`config.mk`:
```
export PLATFORM = sky130hd
export DESIGN_NAME = cjm_search
export DESIGN_NICKNAME = d
export VERILOG_FILES = /design/src/hw/rtl/cjm_pkg.sv /design/src/hw/rtl/cjm_search.sv
export SDC_FILE = /design/constraint.sdc
export NUM_CORES = 1
export LEC_CHECK = 0
export ABC_AREA = 1
export BUFFER_PORTS_ARGS = -buffer_cell sky130_fd_sc_hd__clkbuf_2
export CORE_MARGIN = 2
export CORE_UTILIZATION = 30
export DETAILED_ROUTE_END_ITERATION = 7
export PLACE_DENSITY = 0.6
export SLEW_MARGIN = 15
export SYNTH_ARGS = -nofsm -noshare
export SYNTH_HDL_FRONTEND = slang
export SYNTH_SLANG_ARGS = --single-unit
export TNS_END_PERCENT = 20
```
`constraint.sdc`:
```
create_clock -name clk -period 4.1 [get_ports clk]
set_clock_uncertainty 0.05 [all_clocks]
set_input_delay 0.41 -clock clk [delete_from_list [all_inputs] [get_ports clk]]
set_output_delay 0.41 -clock clk [all_outputs]
set_load 0.005 [all_outputs]
```
`src/hw/rtl/cjm_pkg.sv`:
```
`timescale 1ns / 1ps
package cjm_pkg;

	localparam int CJM_MAX_CONST = 64;

	localparam int TOL_W       = 10;
	localparam int CFG_IDX_W   = 1;
	localparam int CFG_DATA_W  = 10;
	localparam int IN_TDATA_W  = 184;
	localparam int IN_TUSER_W  = 3;
	localparam int OUT_TDATA_W = 256;
	localparam int OUT_TUSER_W = 2;
	localparam int MOM_W       = 32;
	localparam int MOM_LSB     = 54;

	localparam logic [CFG_IDX_W-1:0] CFG_TOL = 1'd0;
	localparam logic [CFG_IDX_W-1:0] CFG_REQ = 1'd1;

	localparam logic [TOL_W-1:0] TOL_RESET = 10'd31;

	typedef enum logic [1:0] {
		FN_START,
		FN_ADD,
		FN_DAUGHTER,
		FN_END
	} func_t;

	typedef struct packed {
		logic        tag;
		logic [22:0] pt;
		logic [12:0] phi;
		logic [14:0] eta;
		logic [2:0]  charge;
	} entry_t;

	localparam int ENTRY_W = $bits(entry_t);

	typedef struct packed {
		logic done;
		logic matched;
		logic tag;
	} srch_res_t;

endpackage

```
`src/hw/rtl/cjm_search.sv`:
```
`timescale 1ns / 1ps
module cjm_search #(
	parameter int MAX_CONSTITUENTS = cjm_pkg::CJM_MAX_CONST,
	parameter int AW = (MAX_CONSTITUENTS > 1) ? $clog2(MAX_CONSTITUENTS) : 1,
	parameter int CW = $clog2(MAX_CONSTITUENTS + 1)
) (
	input  logic                    clk,
	input  logic                    arst_n,
	input  logic                    start,
	input  cjm_pkg::entry_t         key,
	input  logic [CW-1:0]           count,
	input  logic [cjm_pkg::TOL_W-1:0] tol,
	output logic                    rd_en,
	output logic [AW-1:0]           rd_addr,
	input  cjm_pkg::entry_t         rd_data,
	output logic                    busy,
	output cjm_pkg::srch_res_t      res
);
	import cjm_pkg::*;

	logic          busy_q;
	logic [CW-1:0] rd_idx_q;
	logic          rvalid_s1;
	logic          last_s1;
	entry_t        key_q;
	logic          hit;
	logic          stop;

	function automatic logic near(input logic signed [24:0] a, input logic signed [24:0] b,
			input logic [TOL_W-1:0] t);
		logic signed [25:0] d;
		logic [25:0] m;
		d = {a[24], a} - {b[24], b};
		m = d[25] ? 26'(-d) : 26'(d);
		return m <= {{(26 - TOL_W){1'b0}}, t};
	endfunction

	always_comb begin
		hit = rvalid_s1 && (rd_data.charge == key_q.charge)
			&& near(25'(signed'(rd_data.eta)), 25'(signed'(key_q.eta)), tol)
			&& near(25'(signed'(rd_data.phi)), 25'(signed'(key_q.phi)), tol)
			&& near({2'b00, rd_data.pt}, {2'b00, key_q.pt}, tol);
		stop = hit || (rvalid_s1 && last_s1);
		rd_en = busy_q && !stop && (rd_idx_q < count);
		rd_addr = rd_idx_q[AW-1:0];
		res.done = stop;
		res.matched = hit;
		res.tag = rd_data.tag;
	end

	assign busy = busy_q;

	always_ff @(posedge clk or negedge arst_n) begin
		if (!arst_n) begin
			busy_q <= 1'b0;
			rd_idx_q <= '0;
			rvalid_s1 <= 1'b0;
			last_s1 <= 1'b0;
			key_q <= '0;
		end else if (start) begin
			busy_q <= 1'b1;
			rd_idx_q <= '0;
			rvalid_s1 <= 1'b0;
			last_s1 <= 1'b0;
			key_q <= key;
		end else if (busy_q) begin
			if (stop) begin
				busy_q <= 1'b0;
				rvalid_s1 <= 1'b0;
			end else begin
				rvalid_s1 <= rd_en;
				last_s1 <= (rd_idx_q + CW'(1)) == count;
				rd_idx_q <= rd_idx_q + CW'(rd_en);
			end
		end
	end

endmodule

```
### Yosys cells after proc, flatten, opt, wreduce, memory -nomap -nowiden

Index checks and enable logic that the tools add are counted.

| storage, ports and cells | value |
|---|---|
| word-level logic and storage cells | 49 |
| bits of input ports | 130 |
| register bits after elaboration | 64 |
| output and inout port bits | 11 |

| operators by class | value |
|---|---|
| reductions and logical operators | 11 |
| equal/unequal tests | 3 |
| add/sub/neg operators | 8 |
| $lt $le $gt $ge | 4 |
| multiplexer cells | 15 |

Operators by type and width:

| cell | number |
|---|---|
| less-or-equal comparator 26 x 10 -> 1 bit | 3 |
| two-way mux 26 bit | 3 |
| negation 14 -> 26 bit | 1 |
| negation 16 -> 26 bit | 1 |
| negation 24 -> 26 bit | 1 |
| subtractor 23 x 23 -> 24 bit | 1 |
| two-way mux 7 bit | 3 |
| subtractor 15 x 15 -> 16 bit | 1 |
| subtractor 13 x 13 -> 14 bit | 1 |
| two-way mux 1 bit | 9 |
| adder 7 x 1 -> 7 bit | 1 |
| adder 7 x 1 -> 7 bit (second input constant) | 1 |
| == test 7 bit | 1 |
| logical AND 1 bit | 7 |
| < comparator 7 bit | 1 |
| == test 3 bit | 1 |
| != test 2 bit (second input constant) | 1 |
| AND reduction 2 bit | 1 |
| nonzero test 2 bit | 1 |
| logical NOT 1 bit | 1 |
| logical OR 1 bit | 1 |

### Logic depth before layout (Yosys ltp)

Gate-level depths: netlist of the first run.

| depth | value |
|---|---|
| word-level depth | 15 |
| gate-level depth with buffers | 41 |

### Worst setup path before layout of the first run

No wires, ideal clock.

| path | value |
|---|---|
| path type | input port to flip-flop |
| start point | input rd_data[33] in the netlist's numbering |
| end point | register rd_idx_q[6] |
| arrival | 4495 ps |
| stages | 39 |
| path buffers | 2 |
| slack | -562 ps |
| library setup time | 117 ps |
| path through | ha_1 nand2_1 nand2_1 inv_2 nand2_2 nand2_4 nand2_4 nand2_1 nand2_1 a21oi_1 buf_4 buf_2 inv_1 nor2_1 xor2_1 inv_1 ha_1 a21oi_1 [3 not listed] nand2_1 nand4_1 nor2_1 nand2_1 nor2_1 nand3_1 nor2_1 nand3_2 nand4_1 inv_1 ha_1 ha_1 nand3_1 nor2_1 xnor2_1 nor2_1 nand2_1 nand2_1 |

| on the way | value |
|---|---|
| word-level cells in the longest chain between the ends | 13 |
| elaborated cells between the ends (all ways) | 15 |
| those cells by class | add/sub (3); order compare (1); eq/ne (1); mux (4); reduce/logical (6) |

RTL lines:

| element | RTL line | text |
|---|---|---|
| start: declaration | cjm_search.sv:15 | `input cjm_pkg::entry_t rd_data,` |
| subtractor 23 x 23 -> 24 bit (*) | cjm_search.sv:33 | `d = {a[24], a} - {b[24], b};` |
| negation 24 -> 26 bit | cjm_search.sv:34 | `m = d[25] ? 26'(-d) : 26'(d);` |
| two-way mux 26 bit (*) | cjm_search.sv:34 |  |
| less-or-equal comparator 26 x 10 -> 1 bit (*) | cjm_search.sv:35 | `return m <= {{(26 - TOL_W){1'b0}}, t};` |
| logical AND 1 bit (*) | cjm_search.sv:42 | `&& near({2'b00, rd_data.pt}, {2'b00, key_q.pt}, tol);` |
| logical OR 1 bit (*) | cjm_search.sv:43 | `stop = hit \|\| (rvalid_s1 && last_s1);` |
| logical NOT 1 bit (*) | cjm_search.sv:44 | `rd_en = busy_q && !stop && (rd_idx_q < count);` |
| logical AND 1 bit (*) (2 in a row) | cjm_search.sv:44 |  |
| via rd_en | cjm_search.sv:13 | `output logic rd_en,` |
| adder 7 x 1 -> 7 bit (*) | cjm_search.sv:73 | `rd_idx_q <= rd_idx_q + CW'(rd_en);` |
| two-way mux 7 bit (*) | cjm_search.sv:67 | `if (stop) begin` |
| two-way mux 7 bit (*) | cjm_search.sv:66 | `end else if (busy_q) begin` |
| two-way mux 7 bit (*) | cjm_search.sv:60 | `end else if (start) begin` |
| end signal: assignment | cjm_search.sv:73 |  |
| end: declaration | cjm_search.sv:22 | `logic [CW-1:0] rd_idx_q;` |

Mark *: on every way through the listed nets, which the timed path passes. The rest lies on a longest branch. The select of a mux whose other input is x is not followed.
A chain may end at the register's enable or synchronous reset.

### Worst setup path after layout of the first run

| path | value |
|---|---|
| start point | register key_q[18] in the netlist's numbering |
| end point | output rd_en |

| on the way | value |
|---|---|
| word-level cells in the longest chain between the ends | 10 |

RTL lines:

| element | RTL line | text |
|---|---|---|
| start: declaration | cjm_search.sv:25 | `entry_t key_q;` |
| start signal: assignment | cjm_search.sv:65 | `key_q <= key;` |
| subtractor 13 x 13 -> 14 bit (*) | cjm_search.sv:33 |  |
| negation 14 -> 26 bit | cjm_search.sv:34 |  |
| two-way mux 26 bit (*) | cjm_search.sv:34 |  |
| less-or-equal comparator 26 x 10 -> 1 bit (*) | cjm_search.sv:35 |  |
| logical AND 1 bit (*) | cjm_search.sv:41 | `&& near(25'(signed'(rd_data.phi)), 25'(signed'(key_q.phi)), tol)` |
| logical AND 1 bit (*) | cjm_search.sv:42 |  |
| logical OR 1 bit (*) | cjm_search.sv:43 |  |
| logical NOT 1 bit (*) | cjm_search.sv:44 |  |
| logical AND 1 bit (*) (2 in a row) | cjm_search.sv:44 |  |
| end: declaration | cjm_search.sv:13 |  |

Every way passes the cells marked *; elsewhere a longest branch is shown, timed or not.

==> impl_metrics.yaml, run 1 <==
yosys:
  syn_avg_cell_area_um2: 5.95
  syn_inst: 1481
  synthArstFlopShare_pct: 100
  synth_edf_count: 0
  synth_top_cell_by_area: "nand2_1"
  synth_flop_cell: "dfrtp_1"
  synth_seq_cells: 64
  synth_nets: 1708
  post_synth_num_cell_types: 44
  syn_area_mm2: 0.00881
  synth_warnings: 0
  synth.top_cell.area_share_pct: 20.8
  synth_area_leaders: "nand2_1 21%, dfrtp_1 18%, ha_1 13%"
  yosysSeqAreaShare_pct: 18.2
global_routing:
  antenna_found_initial: 0
  grt_pass1_vias: 10100
  grt_remaining_overflow: 0
  grt_max_degree: 59
  grt_pass1_wl_um: 45500
  grt_usage_pct: 18.0
final_layout:
  fillers: 3080
  finalNetCount: 2101
  area_growth_syn_to_layout_pct: 42.7
  register_area_mm2: 0.00160
  multi_input_area_mm2: 0.00638
  antenna_cells: 0
  drive_gt1_share_pct: 28.8
worst_setup_path:
  path_buf_inv: 4
  slowest_stage: "fa_2"
  crit_top_cell: "nand3_2"
  critPathKind: "register to output port"
  worstPathMaxFanout: 3
  cp.arrival_ns: 4.34
  startpoint_type: "register"
  worst_path_largest_cell_delay_ns: 0.61
  cp-end-kind: "output port"
  required_ns: 3.64
  cpLargestDelayFamily: "simple AND/OR/NAND/NOR gates"
clock_network:
  clk_pin_slew_ns: 0.07
  root_buffer: "clkbuf_16"
  cts_buffers: 9
  clock-sinks: 64
  clk-insertion-delay-late_ns: 0.36
  clockBufferDepth: 2
  cts_tree: "done"
  postCtsHoldBufs: 0
  htreeDepth: 3
sta:
  fin_crit_sh_pct: 117
  max-slew-margin-rel_pct: 47.2
  tightest_slew_ns: 0.772
  setup_ws_ns: -0.699
  setup_viol: 11
  slew_violations: 0
  fin_tns_setup_ns: -5.22
  fin_crit_ns: 4.80
  fmax_mhz: 208
  rsz0062_at_grt: "true"
  hold_viol: 0
detailed_routing:
  wl_per_cell_um: 12.0
  firstDrtPassIters: 5
  drt_wl_total_um: 27100
  via_per_inst: 4.50
  drt_iter0_markers: 608
  ant_nets: 0
  drc: 0
  vias: 10200
floorplanning:
  start_util_pct: 30.6
  die_w_um: 175
  die_h_um: 175
  die_area_mm2: 0.0308
  io_pins: 141
  rows: 62
  coreArea_mm2: 0.0288
run:
  cap_violations: 0
placed_design:
  port_buffers: 137
  post-place-ws_ns: -0.873
  dp_hpwl_um: 22600
  gp_congestion: 0.870
status:
  status: "complete, but fails checks"
  violations: "negative setup slack"
power:
  ir_drop_mv: 0.242
  cellLeakagePower_nw: 7.25
  power_mw: 4.18
  power.density_mw_per_mm2: 332
min_path:
  hold_class: "primary input to asynchronous set/reset pin"
[sequential cells by signal (all words and copies together) (netlist names)]
register and count:
busy 1, rvalid_s1 1, last_s1 1, key_q 54
rd_idx_q 7
[report_power, final]
group	total (mW)	leakage (nW)	switching, mW	internal, mW
Combinational	2.51	6.30	1.37	1.14
Clock	0.959	0.161	0.351	0.609
Sequential	0.713	0.784	0.0296	0.683
Total	4.18	7.25	1.75	2.43
[layout make-up]
class | count | share of cell area [%]
clock buffers | 10 | 1.90
multi-input cells | 1124 | 50.7
repair buffers | 413 | 22.1
clock inverters | 5 | 0.836
well taps | 384 | 3.82
inverters | 262 | 7.88
flip-flops and latches | 64 | 12.7
[repair_timing]
action,in CTS,in global routing
gates resized for setup,29,21
endpoints found under the setup margin,13,13
buffers inserted,12,2
pin swaps,28,26
[cells in the mapped netlist, types with 3 or more instances]
| cell | instances |
|---|---|
| xor2_1 | 30 |
| nand2_4 | 3 |
| nor2_2 | 8 |
| o211ai_1 | 3 |
| or2_2 | 3 |
| xnor2_1 | 14 |
| a21oi_1 | 55 |
| dfrtp_1 | 64 |
| nand3b_1 | 9 |
| a21o_1 | 3 |
| ha_1 | 94 |
| inv_2 | 7 |
| nand2_2 | 23 |
| nand3_1 | 125 |
| o21bai_1 | 3 |
| nor2_1 | 116 |
| clkbuf_1 | 16 |
| nand3_2 | 4 |
| buf_4 | 14 |
| fa_1 | 3 |
| nor3_1 | 15 |
| nand4_1 | 25 |
| nand2_1 | 489 |
| o2111ai_1 | 5 |
| o21ai_0 | 72 |
| inv_1 | 255 |
[metal layers]
metal	GRT usage, %	part of all wire, %	up-vias	routed length, um
li1	-	-	5447	-
met1	22.4	46	4492	12600
met2	31.4	47	198	12600
met3	3.16	4.4	44	1200
met4	5.87	2.6	0	703
met5	0	0	-	0
[per-stage QoR]
stage | hold WS (ns) | utilization, % | area, um2 | std cells
global route | 0.171 | 43.7 | 12600 | 2262
CTS | 0.133 | 43.3 | 12500 | 2260
finish | 0.0867 | 43.7 | 12600 | 2262
global placement | 0.449 | 41.3 | 11900 | 2233
detailed placement | 0.465 | 41.3 | 11900 | 2233
floorplan | 0.0644 | - | 8930 | 1481
[worst paths after layout]
kind,from,to,slack (ns),cells past startpoint
setup / recovery,key_q[18]$_DFFE_PN0P_,rd_en,-0.70,28
hold / removal,arst_n,key_q[24]$_DFFE_PN0P_,0.09,1
setup reg to reg,key_q[18]$_DFFE_PN0P_,rd_idx_q[4]$_DFFE_PN0P_,-0.60,33
hold reg to reg,key_q[22]$_DFFE_PN0P_,key_q[22]$_DFFE_PN0P_,0.48,2
max in group asynchronous,arst_n,key_q[31]$_DFFE_PN0P_,2.90,2
min in group clk,key[41],key_q[41]$_DFFE_PN0P_,0.20,3
[cell usage in the layout (no fill, tap or decap), types with 13 or more instances in the layout]
cell type / Yosys / layout
nand2_2: 23 / 33
buf_4: 14 / 275
nor2_2: 8 / 15
o21ai_0: 72 / 71
xnor2_1: 14 / 13
nor2_1: 116 / 107
ha_1: 94 / 81
a21oi_1: 55 / 53
nand4_1: 25 / 25
nor3_1: 15 / 14
dfrtp_1: 64 / 63
clkbuf_2: 0 / 134
nand3_1: 125 / 119
inv_1: 255 / 250
xor2_1: 30 / 29
nand2_1: 489 / 477
[cell families after synthesis]
group,count (synthesis),share of synthesized area [%]
adders and majority gates,97,14.0
DFF,64,18.2
buffers and inverters,293,13.1
xor gates and xnor gates,45,4.56
and+or+nand+nor,833,41.0
AOI/OAI and AO/OA,149,9.16
Note: power is estimated with default switching activity, not from simulation.
==> run 2, diff against run 1 <==
CORE_ASPECT_RATIO = 2   (was not set)
==> run 2 against run 1 <==
The run still ends with negative setup slack left. Global-route usage rose by 1.2 points. Flip-flop and latch count did not move. Final area up 1.2%. Hold slack got worse by 0.041 ns. Die area is 0.27% higher. First-iteration DRC count shrank 37%. Combinational power up 3%. Critical path depth did not move.
==> impl_metrics.yaml, run 2 (same netlist as run 1, synthesis figures left out) <==
sta:
  rsz0062_at_grt: "true"
  fin_crit_ns: 4.98
  fin_tns_setup_ns: -6.88
  holdWs_ns: 0.0462
  slew_violations: 0
  fmax_mhz: 201
  tightest_slew_ns: 0.754
  setup_ws_ns: -0.880
  setup_viol: 12
  fin_crit_sh_pct: 121
  hold_viol: 0
  max-slew-margin-rel_pct: 48.4
worst_setup_path:
  reg2reg_to: "rd_idx_q[6]$_DFFE_PN0P_"
  slowest_stage: "fa_1"
  rrSetupSlack_ns: -0.75
  worstPathMaxFanout: 3
  worst_path_largest_cell_delay_ns: 0.58
  required_ns: 3.64
  startpoint_type: "register"
  worst-r2r-cell-count: 38
  startpoint: "key_q[3]$_DFFE_PN0P_"
  critPathKind: "register to output port"
  endpoint: "res[1]"
  r2r_start: "key_q[3]$_DFFE_PN0P_"
  cp.arrival_ns: 4.52
  cp-end-kind: "output port"
final_layout:
  drive_gt1_share_pct: 29.8
  regMostFlops: "key_q"
  largest_registers: "key_q x54, rd_idx_q x7"
  fillers: 3093
  area_growth_syn_to_layout_pct: 44.4
  finalNetCount: 2124
  multi_input_area_mm2: 0.00639
  register_area_mm2: 0.00160
  final_common_cell: "nand2_1"
  layout_common_cells: "479 x nand2_1, 297 x buf_4, 252 x inv_1, 133 x clkbuf_2, 117 x nand3_1"
  largest_reg_flops: 54
power:
  seq_power_share_pct: 16.9
  power.switching_mw: 1.79
  cellLeakagePower_nw: 7.36
  ir_drop_mv: 0.222
  p_int_mw: 2.41
  power.density_mw_per_mm2: 330
  pwr-share-comb_pct: 61.8
  pwr-share-clk_pct: 21.3
  p_sw_share_pct: 42.6
placed_design:
  dp_hpwl_um: 25000
  port_buffers: 137
  gp_congestion: 0.890
floorplanning:
  die_w_um: 125
  start_util_pct: 30.5
  die_h_um: 246
  io_pins: 141
  coreArea_mm2: 0.0288
  die_area_mm2: 0.0308
  rows: 88
status:
  violations: "negative setup slack"
  status: "complete, but fails checks"
detailed_routing:
  firstDrtPassIters: 5
  drt_iter0_markers: 385
  drc: 0
  ant_nets: 0
  wl_per_cell_um: 13.0
  drt_wl_total_um: 29500
  via_per_inst: 4.61
  vias: 10400
clock_network:
  clk-insertion-delay-late_ns: 0.37
  postCtsHoldBufs: 0
  htreeDepth: 3
  cts_tree: "done"
  cts_buffers: 9
  root_buffer: "clkbuf_16"
  clock-sinks: 64
  clk_pin_slew_ns: 0.07
  clockBufferDepth: 2
global_routing:
  antenna_found_initial: 1
  grt_pass1_vias: 10600
  grt_pass1_wl_um: 47400
  grt_remaining_overflow: 0
  grt_usage_pct: 19.2
  grt_max_degree: 80
min_path:
  hold_class: "primary input to asynchronous set/reset pin"
run:
  cap_violations: 0
## run 2: changes by cell type in the layout (fill, tap and decap cells not counted), moves of 3 or more
cell    change
buf_4      +22
inv_6       +3
nor2_1      -3
nor2_2      +3
## run 2: final cells by class
type                    count  share of cell area [%]
well taps                 360                    3.54
diodes                      1                  0.0197
multi-input cells        1124                    50.2
clock inverters             7                   0.796
repair buffers            436                    23.3
inverters                 262                    7.79
clock buffers               9                    1.77
flip-flops and latches     64                    12.6
## run 2: worst min-delay path by stage
stage,startpoint,to,slack [ns]
final,arst_n,key_q[12]$_DFFE_PN0P_,0.05
after global routing,arst_n,key_q[12]$_DFFE_PN0P_,0.1
after CTS,arst_n,key_q[12]$_DFFE_PN0P_,0.07
after detailed placement,key_q[31]$_DFFE_PN0P_,key_q[31]$_DFFE_PN0P_,0.43
after global placement,key_q[31]$_DFFE_PN0P_,key_q[31]$_DFFE_PN0P_,0.42
after floorplan,arst_n,busy$_DFF_PN0_,0.06
## run 2: metal layers
metal  vias to the layer above  GRT usage, %  part of all wire, %
li1                       5497             -                    -
met1                      4738          16.4                   34
met2                       143          41.4                   59
met3                        63          2.54                  2.1
met4                         0          9.48                  4.3
met5                         -             0                    0
## run 2: metrics by stage
step | setup slack (ns) | power (mW) | area (um2) | cells | util [%]
final | -0.880 | 4.19 | 12700 | 2263 | 44.1
after floorplan | -0.401 | 2.15 | 8930 | 1481 | -
after detailed placement | -0.868 | 3.18 | 12000 | 2221 | 41.5
after global routing | -1.25 | 4.58 | 12700 | 2263 | 44.1
after global placement | -0.847 | 3.13 | 12000 | 2221 | 41.5
after CTS | -0.807 | 4.13 | 12500 | 2255 | 43.3
## run 2: critical path: cells and delay by family (launching register included)
family          cells  cell delay [ns]
buf+inv             6             0.57
fa+ha+maj           4             1.19
xor+xnor            1             0.16
flops               1             0.40
simple gates       14             1.52
compound gates      3             0.31
## run 2: power groups by stage
stage	clock network [mW]	registers, mW	logic [mW]
5_1_grt	0.942	0.715	2.92
2_1_floorplan	0	0.712	1.44
3_5_place_dp	0	0.721	2.46
3_3_place_gp	0	0.719	2.41
4_1_cts	0.928	0.710	2.49
6_report	0.894	0.710	2.59
## run 2: repair_timing
| action | 4_1_cts | 5_1_grt |
|---|---|---|
| resized for setup | 15 | 35 |
| buffers inserted | 19 | 7 |
| endpoints found under the setup margin | 12 | 13 |
| pin swaps | 20 | 47 |
| hold endpoints to repair | 0 | 0 |
